`config.mk`:
```
export PLATFORM = sky130hd
export DESIGN_NAME = debounced_contact_timeout_alarm_top
export DESIGN_NICKNAME = d
export VERILOG_FILES = /design/src/design/dcta_pkg.sv /design/src/design/dcta_cfg.sv /design/src/design/dcta_core.sv /design/src/design/debounced_contact_timeout_alarm_top.sv
export SDC_FILE = /design/constraint.sdc
export NUM_CORES = 1
export LEC_CHECK = 0
export BUFFER_PORTS_ARGS = -buffer_cell sky130_fd_sc_hd__buf_2
export CORE_ASPECT_RATIO = 1.2
export CORE_MARGIN = 5
export CORE_UTILIZATION = 30
export CTS_CLUSTER_DIAMETER = 100
export CTS_CLUSTER_SIZE = 16
export DETAILED_ROUTE_END_ITERATION = 6
export REMOVE_ABC_BUFFERS = 1
export SLEW_MARGIN = 5
export SYNTH_ARGS = -nofsm -noshare
export SYNTH_HDL_FRONTEND = slang
export SYNTH_SLANG_ARGS = --single-unit
```
`constraint.sdc`:
```
create_clock -name clk -period 9.54 [get_ports clk]
set_input_delay 0 -clock clk [delete_from_list [all_inputs] [get_ports clk]]
set_output_delay 0 -clock clk [all_outputs]
set_load 0.005 [all_outputs]
```
`src/design/dcta_pkg.sv`:
```
// ----------------------------------------------------------------------------
// dcta_pkg
// Shared types and codes for the debounced contact timeout alarm.
// ----------------------------------------------------------------------------
package dcta_pkg;

	localparam int CFG_INDEX_W = 2;
	localparam int CFG_DATA_W  = 32;

	localparam logic [CFG_INDEX_W-1:0] CFG_DEBOUNCE_TICKS    = 2'd0;
	localparam logic [CFG_INDEX_W-1:0] CFG_TIMEOUT_TICKS     = 2'd1;
	localparam logic [CFG_INDEX_W-1:0] CFG_LIGHT_ACTIVE_HIGH = 2'd2;

	localparam logic [15:0] DEBOUNCE_RESET = 16'd50;
	localparam logic [31:0] TIMEOUT_RESET  = 32'd30000;

	typedef enum logic [1:0] {
		PH_IDLE   = 2'd0,
		PH_TIMING = 2'd1,
		PH_ALARM  = 2'd2
	} phase_t;

	typedef enum logic [1:0] {
		EV_NONE = 2'd0,
		EV_RISE = 2'd1,
		EV_FALL = 2'd2
	} contact_event_t;

	typedef struct packed {
		logic [15:0] debounce_ticks;
		logic [31:0] timeout_ticks;
		logic        light_active_high;
	} cfg_t;

	typedef struct packed {
		phase_t         mode;
		logic           light_drive;
		contact_event_t contact_event;
		logic [31:0]    elapsed_ticks;
		logic           stable_level;
	} result_t;

endpackage

```
`src/design/dcta_cfg.sv`:
```
// ----------------------------------------------------------------------------
// dcta_cfg
// Configuration register file, written through a plain write port.
// ----------------------------------------------------------------------------
module dcta_cfg (
	input  logic                              clk,
	input  logic                              arst_n,
	input  logic                              cfg_we,
	input  logic [dcta_pkg::CFG_INDEX_W-1:0]  cfg_index,
	input  logic [dcta_pkg::CFG_DATA_W-1:0]   cfg_data,
	output dcta_pkg::cfg_t                    cfg
);
	import dcta_pkg::*;

	cfg_t cfg_q;

	always_ff @(posedge clk or negedge arst_n) begin
		if (!arst_n) begin
			cfg_q.debounce_ticks    <= DEBOUNCE_RESET;
			cfg_q.timeout_ticks     <= TIMEOUT_RESET;
			cfg_q.light_active_high <= 1'b1;
		end else if (cfg_we) begin
			unique case (cfg_index)
				CFG_DEBOUNCE_TICKS:    cfg_q.debounce_ticks    <= cfg_data[15:0];
				CFG_TIMEOUT_TICKS:     cfg_q.timeout_ticks     <= cfg_data[31:0];
				CFG_LIGHT_ACTIVE_HIGH: cfg_q.light_active_high <= cfg_data[0];
				default: ;
			endcase
		end
	end

	assign cfg = cfg_q;

endmodule

```
`src/design/dcta_core.sv`:
```
// ----------------------------------------------------------------------------
// dcta_core
// Debounce window, hold timer and phase machine; one tick per step.
// ----------------------------------------------------------------------------
module dcta_core #(
	parameter int WINDOW_WIDTH = 16
) (
	input  logic              clk,
	input  logic              arst_n,
	input  logic              step,
	input  logic              level,
	input  dcta_pkg::cfg_t    cfg,
	output dcta_pkg::result_t res
);
	import dcta_pkg::*;

	localparam int CMP_W = (WINDOW_WIDTH > 16) ? WINDOW_WIDTH : 16;
	localparam logic [WINDOW_WIDTH-1:0] AGE_MAX = {WINDOW_WIDTH{1'b1}};

	logic                    last_sample_q;
	logic                    window_open_q;
	logic                    pending_level_q;
	logic                    accepted_level_q;
	logic [WINDOW_WIDTH-1:0] window_age_q;
	phase_t                  phase_q;
	logic [31:0]             hold_age_q;

	logic                    window_open_a;
	logic                    pending_level_a;
	logic [WINDOW_WIDTH-1:0] window_age_a;
	logic                    window_close;
	logic                    accept;
	logic [31:0]             hold_inc;
	logic [31:0]             hold_age_d;
	logic                    window_open_d;
	logic                    accepted_level_d;
	contact_event_t          event_d;
	phase_t                  phase_d;

	// advance debounce window and hold timer
	always_comb begin
		hold_inc = hold_age_q;
		if (phase_q != PH_IDLE && hold_age_q != 32'hFFFF_FFFF) begin
			hold_inc = hold_age_q + 32'd1;
		end
		window_open_a   = window_open_q;
		pending_level_a = pending_level_q;
		window_age_a    = window_age_q;
		if (level != last_sample_q) begin
			window_open_a   = 1'b1;
			pending_level_a = level;
			window_age_a    = '0;
		end else if (window_open_q && window_age_q != AGE_MAX) begin
			window_age_a = window_age_q + WINDOW_WIDTH'(1);
		end
		window_close = window_open_a &&
			(CMP_W'(window_age_a) >= CMP_W'(cfg.debounce_ticks));
		accept        = window_close && (pending_level_a != accepted_level_q);
		window_open_d = window_open_a && !window_close;
		accepted_level_d = accept ? pending_level_a : accepted_level_q;
		hold_age_d       = accept ? 32'd0 : hold_inc;
	end

	// next phase
	always_comb begin
		phase_d = phase_q;
		if (accept) begin
			phase_d = pending_level_a ? PH_TIMING : PH_IDLE;
		end
		if (phase_d == PH_TIMING && hold_age_d >= cfg.timeout_ticks) begin
			phase_d = PH_ALARM;
		end
	end

	// result of this tick
	always_comb begin
		event_d = EV_NONE;
		if (accept) begin
			event_d = pending_level_a ? EV_RISE : EV_FALL;
		end
		res.mode          = phase_d;
		res.light_drive   = (phase_d == PH_ALARM) ~^ cfg.light_active_high;
		res.contact_event = event_d;
		res.elapsed_ticks = (phase_d == PH_IDLE) ? 32'd0 : hold_age_d;
		res.stable_level  = accepted_level_d;
	end

	always_ff @(posedge clk or negedge arst_n) begin
		if (!arst_n) begin
			last_sample_q    <= 1'b0;
			window_open_q    <= 1'b0;
			pending_level_q  <= 1'b0;
			accepted_level_q <= 1'b0;
			window_age_q     <= '0;
			phase_q          <= PH_IDLE;
			hold_age_q       <= '0;
		end else if (step) begin
			last_sample_q    <= level;
			window_open_q    <= window_open_d;
			pending_level_q  <= pending_level_a;
			accepted_level_q <= accepted_level_d;
			window_age_q     <= window_age_a;
			phase_q          <= phase_d;
			hold_age_q       <= hold_age_d;
		end
	end

endmodule

```
`src/design/debounced_contact_timeout_alarm_top.sv`:
```
// ----------------------------------------------------------------------------
// debounced_contact_timeout_alarm_top
// Debounced contact monitor with hold-timeout alarm and polarity-set light.
// ----------------------------------------------------------------------------
// Takes one tick transaction per clock cycle while the output is not stalled
// and returns one result transaction per tick: the tick is held in an
// input register, the debounce and timer update runs in one pass, and the
// result lands in an output register. The output register lets a new tick
// enter while a result still waits; a stall on the output side holds both
// registers. Write configuration only while no tick is in flight.
module debounced_contact_timeout_alarm_top #(
	parameter int WINDOW_WIDTH = 16
) (
	input  logic                              clk,
	input  logic                              arst_n,
	input  logic                              in_valid,
	output logic                              in_ready,
	input  logic                              raw_level,
	output logic                              out_valid,
	input  logic                              out_ready,
	output logic [1:0]                        mode,
	output logic                              light_drive,
	output logic [1:0]                        contact_event,
	output logic [31:0]                       elapsed_ticks,
	output logic                              stable_level,
	input  logic                              cfg_we,
	input  logic [dcta_pkg::CFG_INDEX_W-1:0]  cfg_index,
	input  logic [dcta_pkg::CFG_DATA_W-1:0]   cfg_data
);
	import dcta_pkg::*;

	cfg_t    cfg;
	result_t res;
	result_t result_s2;
	logic    valid_s1;
	logic    level_s1;
	logic    valid_s2;
	logic    advance;
	logic    step;

	assign advance  = !valid_s2 || out_ready;
	assign step     = valid_s1 && advance;
	assign in_ready = !valid_s1 || advance;

	dcta_cfg u_cfg (
		.clk       (clk),
		.arst_n    (arst_n),
		.cfg_we    (cfg_we),
		.cfg_index (cfg_index),
		.cfg_data  (cfg_data),
		.cfg       (cfg)
	);

	dcta_core #(
		.WINDOW_WIDTH (WINDOW_WIDTH)
	) u_core (
		.clk    (clk),
		.arst_n (arst_n),
		.step   (step),
		.level  (level_s1),
		.cfg    (cfg),
		.res    (res)
	);

	always_ff @(posedge clk or negedge arst_n) begin
		if (!arst_n) begin
			valid_s1 <= 1'b0;
		end else if (in_ready) begin
			valid_s1 <= in_valid;
		end
	end

	always_ff @(posedge clk) begin
		if (in_ready && in_valid) begin
			level_s1 <= raw_level;
		end
	end

	always_ff @(posedge clk or negedge arst_n) begin
		if (!arst_n) begin
			valid_s2 <= 1'b0;
		end else if (advance) begin
			valid_s2 <= valid_s1;
		end
	end

	always_ff @(posedge clk) begin
		if (step) begin
			result_s2 <= res;
		end
	end

	assign out_valid     = valid_s2;
	assign mode          = result_s2.mode;
	assign light_drive   = result_s2.light_drive;
	assign contact_event = result_s2.contact_event;
	assign elapsed_ticks = result_s2.elapsed_ticks;
	assign stable_level  = result_s2.stable_level;

	a_idle_zero_elapsed: assert property (@(posedge clk) disable iff (!arst_n)
		valid_s2 && result_s2.mode == PH_IDLE |-> result_s2.elapsed_ticks == 32'd0)
		else $error("elapsed ticks nonzero while idle");

	a_rise_enters_timing: assert property (@(posedge clk) disable iff (!arst_n)
		valid_s2 && result_s2.contact_event == EV_RISE
		|-> result_s2.mode != PH_IDLE && result_s2.stable_level)
		else $error("accepted rise without timing or high level");

	a_fall_returns_idle: assert property (@(posedge clk) disable iff (!arst_n)
		valid_s2 && result_s2.contact_event == EV_FALL
		|-> result_s2.mode == PH_IDLE && !result_s2.stable_level)
		else $error("accepted fall without idle or low level");

	a_stall_holds_core: assert property (@(posedge clk) disable iff (!arst_n)
		valid_s2 && !out_ready |=> $stable(result_s2) && !$past(step))
		else $error("core stepped while result stalled");

endmodule

```
==> results.cfg <==
[outcome]
status = finished clean

[clock_tree]
htreeDepth = 4
insertion_delay_ps = 420
clk_transition_reported_paths_ps = 70
cts.path.max_buffers = 2
cts_tree = yes
cts_buffers = 17
clock-root-buffer = clkbuf_16
postCtsResizedCells = 0
clock-sinks = 144

[detailed_routing]
drc = 0
final_antenna_net_count = 0
drt_first_pass_iters = 5
routed_via_density = 4.93
vias = 6531
wl_um = 20500
first_iter_violations = 383
routedWlPerCell_um = 15.5

[timing]
max_slew.worst_pin.slew_ps = 1190
finalSetupViolations = 0
slew_viol_final = 0
relSlewSlack = 0.203
finClkSkew_ps = 11.2
layout_min_cycle_time_ps = 6490
tns_ps = 0
timing.fmax_mhz = 154
finalWorstSetupSlack_ps = 3050
rsz0062_at_grt = false
hold_violations = 0
fin_crit_sh = 0.680

[logic_synthesis]
yosysWarnings = 0
synth_area_leaders = dfrtp_1, edfxtp_1, ha_1
synth_cells = 861
synth-async-reset-ratio = 0.729
yosysTopAreaCell = dfrtp_1
ys_seq_area_frac = 0.465
yosysUniqueCellTypes = 58
synth_top_area_frac = 0.287
syn_area_um2 = 8200
synth_ff_type = dfrtp_1
synth_seq_cells = 144
yosysMostFrequentCell = nor2_1
synth.avg_cell_area_um2 = 9.53
synth_edf_count = 39
synthTopCellsByCount = nor2_1, dfrtp_1, nand2_1

[floorplanning]
ios = 80
fp.coreArea_um2 = 27100
die_w_um = 161
die_area_um2 = 30800
num_rows = 66
start_util = 0.303
die_height_um = 191

[worst_setup_path]
timing.rr.start = u_core.window_age_q[12]
path_buf_inv = 2
critPathArrivalTime_ps = 6680
cpMostUsedCell = nand4_1
critPathLaunch = u_core.window_age_q[12]
worst_path_max_delay_cell = nor4_1
crit_path_end_kind = register
crit_required_ps = 9730
crit_type = register to register
crit_family = simple AND/OR/NAND/NOR gates
start_kind = register
path_max_fanout = 45
path_cells = and4_1 -> nand4_1 -> o211ai_1 -> nor3_1 -> nand2_1 -> xor2_1 -> nor2_1 -> ha_1 -> nand4_1 -> a211oi_1 -> a2111oi_0 -> o21ai_1 -> buf_4 -> and2_1 -> buf_4 -> nor2_1 -> ha_1 -> nand4_1 -> nor4_1 -> o211ai_1 -> a21oi_1 -> a21oi_1 -> a21o_1 -> a2111oi_0
slowest_delay_ps = 710

[place]
gp_congestion = 0.808
pre_cts_ws_ps = 3160
dp_hpwl_um = 14400
portBuffers = 79

[final_layout]
finalNetCount = 1062
diodes = 0
areaGrowthSynthToFinish_pct = 21.7
layout-drive-gt1-share = 0.179
final_core_util = 0.369

[power]
netSwitchingFraction = 0.259
p_leak_nw = 4.36
cellPowerDensity_nw_per_um2 = 174
max-vdd-ir-drop_uv = 102
p_comb_frac = 0.158
p_int_mw = 1.29
power_mw = 1.74
power.switching_mw = 0.452
seqPwrFrac = 0.425
p_clk_frac = 0.418

[worst_hold_path]
hp-class = input port to asynchronous set/reset pin

[flow_run]
cap_violations = 0

[global_routing]
antenna_found_initial = 0
grt_max_degree = 66
grt_pass1_vias = 6534
grt_pass1_wl_um = 33900
grt.overflow.total = 0
use_met2 = 0.242
use_met1 = 0.170
grt-busiest-layer = met2
grt_usage = 0.137
grtUsageMet3 = 0.0289
## placed cells by master, fill, tap and decap left out, types with 7 or more instances in the layout
cell type	instances
a21o_1	13
a21oi_1	38
and3_1	13
and4_1	7
buf_2	78
buf_4	9
clkbuf_16	17
dfrtp_1	94
dfstp_2	11
dlygate4sd3_1	40
edfxtp_1	39
ha_1	50
inv_1	65
mux2_2	37
nand2_1	76
nand2b_1	8
nand3_1	23
nand4_1	17
nor2_1	113
nor3_1	11
o21ai_0	67
o31ai_1	14
or3_1	9
xnor2_1	34
xor2_1	13
## state kept, by name, summed over array words and instances (netlist names), 2 cells and up
register / flops
u_cfg.cfg: 49
u_core.window_age_q: 16
u_core.phase_q: 2
u_core.hold_age_q: 32
mode: 2
elapsed_ticks: 32
contact_event: 2
## final timing paths
check                                              to  slack [ps]  cells past startpoint
worst min-delay path                    u_cfg.cfg[19]         110                      2
worst max-delay path                      light_drive        3050                     24
worst max register to register            light_drive        3050                     24
min in group clk                        u_cfg.cfg[34]         130                      5
max in group asynchronous       u_core.hold_age_q[25]        8110                      3
worst min register to register              out_valid         500                      1
## routing by layer
layer	part of all wire	wire, um
met1	0.44	8930
met2	0.51	10500
met3	0.036	744
met4	0.015	302
met5	0	0
## metrics by stage
step / hold slack (ps) / instance area (um2) / std cells
final: 107 / 9980 / 1325
after global routing: 157 / 9980 / 1325
after detailed placement: 36.3 / 8950 / 1253
after CTS: 116 / 9980 / 1325
after global placement: 28.5 / 8950 / 1253
after floorplan: -296 / 8050 / 826
## repair_timing
| action | in CTS | in global routing |
|---|---|---|
| hold buffers | 40 | 0 |
| endpoints found under the hold margin | 93 | 0 |
| buffers inserted | 0 | 0 |
## logic make-up (layout without fill, tap and decap cells)
family	after synthesis	count (layout)	share of synthesized area
adder cells (fa/ha/maj)	50	50	0.0763
AO/OA/AOI/OAI	173	173	0.127
XOR/XNOR	48	48	0.0513
buffers and inverters	101	225	0.0487
AND/OR/NAND/NOR	305	305	0.178
flip-flops	144	144	0.465
multiplexers	40	40	0.0545
## area by class of cell
type,instances,area (um2)
fillers,2736,17100
multi-input cells,616,4000
flip-flops and latches,144,3810
repair buffers,127,858
clock buffers,21,450
well taps,340,425
inverters,66,248
clock inverters,11,186
## power groups by stage
| stage | combinational [mW] | sequential, mW | clock (mW) |
|---|---|---|---|
| after floorplan | 0.172 | 0.740 | 0 |
| after global placement | 0.257 | 0.749 | 0 |
| after CTS | 0.279 | 0.740 | 0.743 |
| final | 0.274 | 0.739 | 0.728 |
| after global routing | 0.317 | 0.747 | 0.775 |
| after detailed placement | 0.262 | 0.751 | 0 |
(Power assumes the default switching activity.)
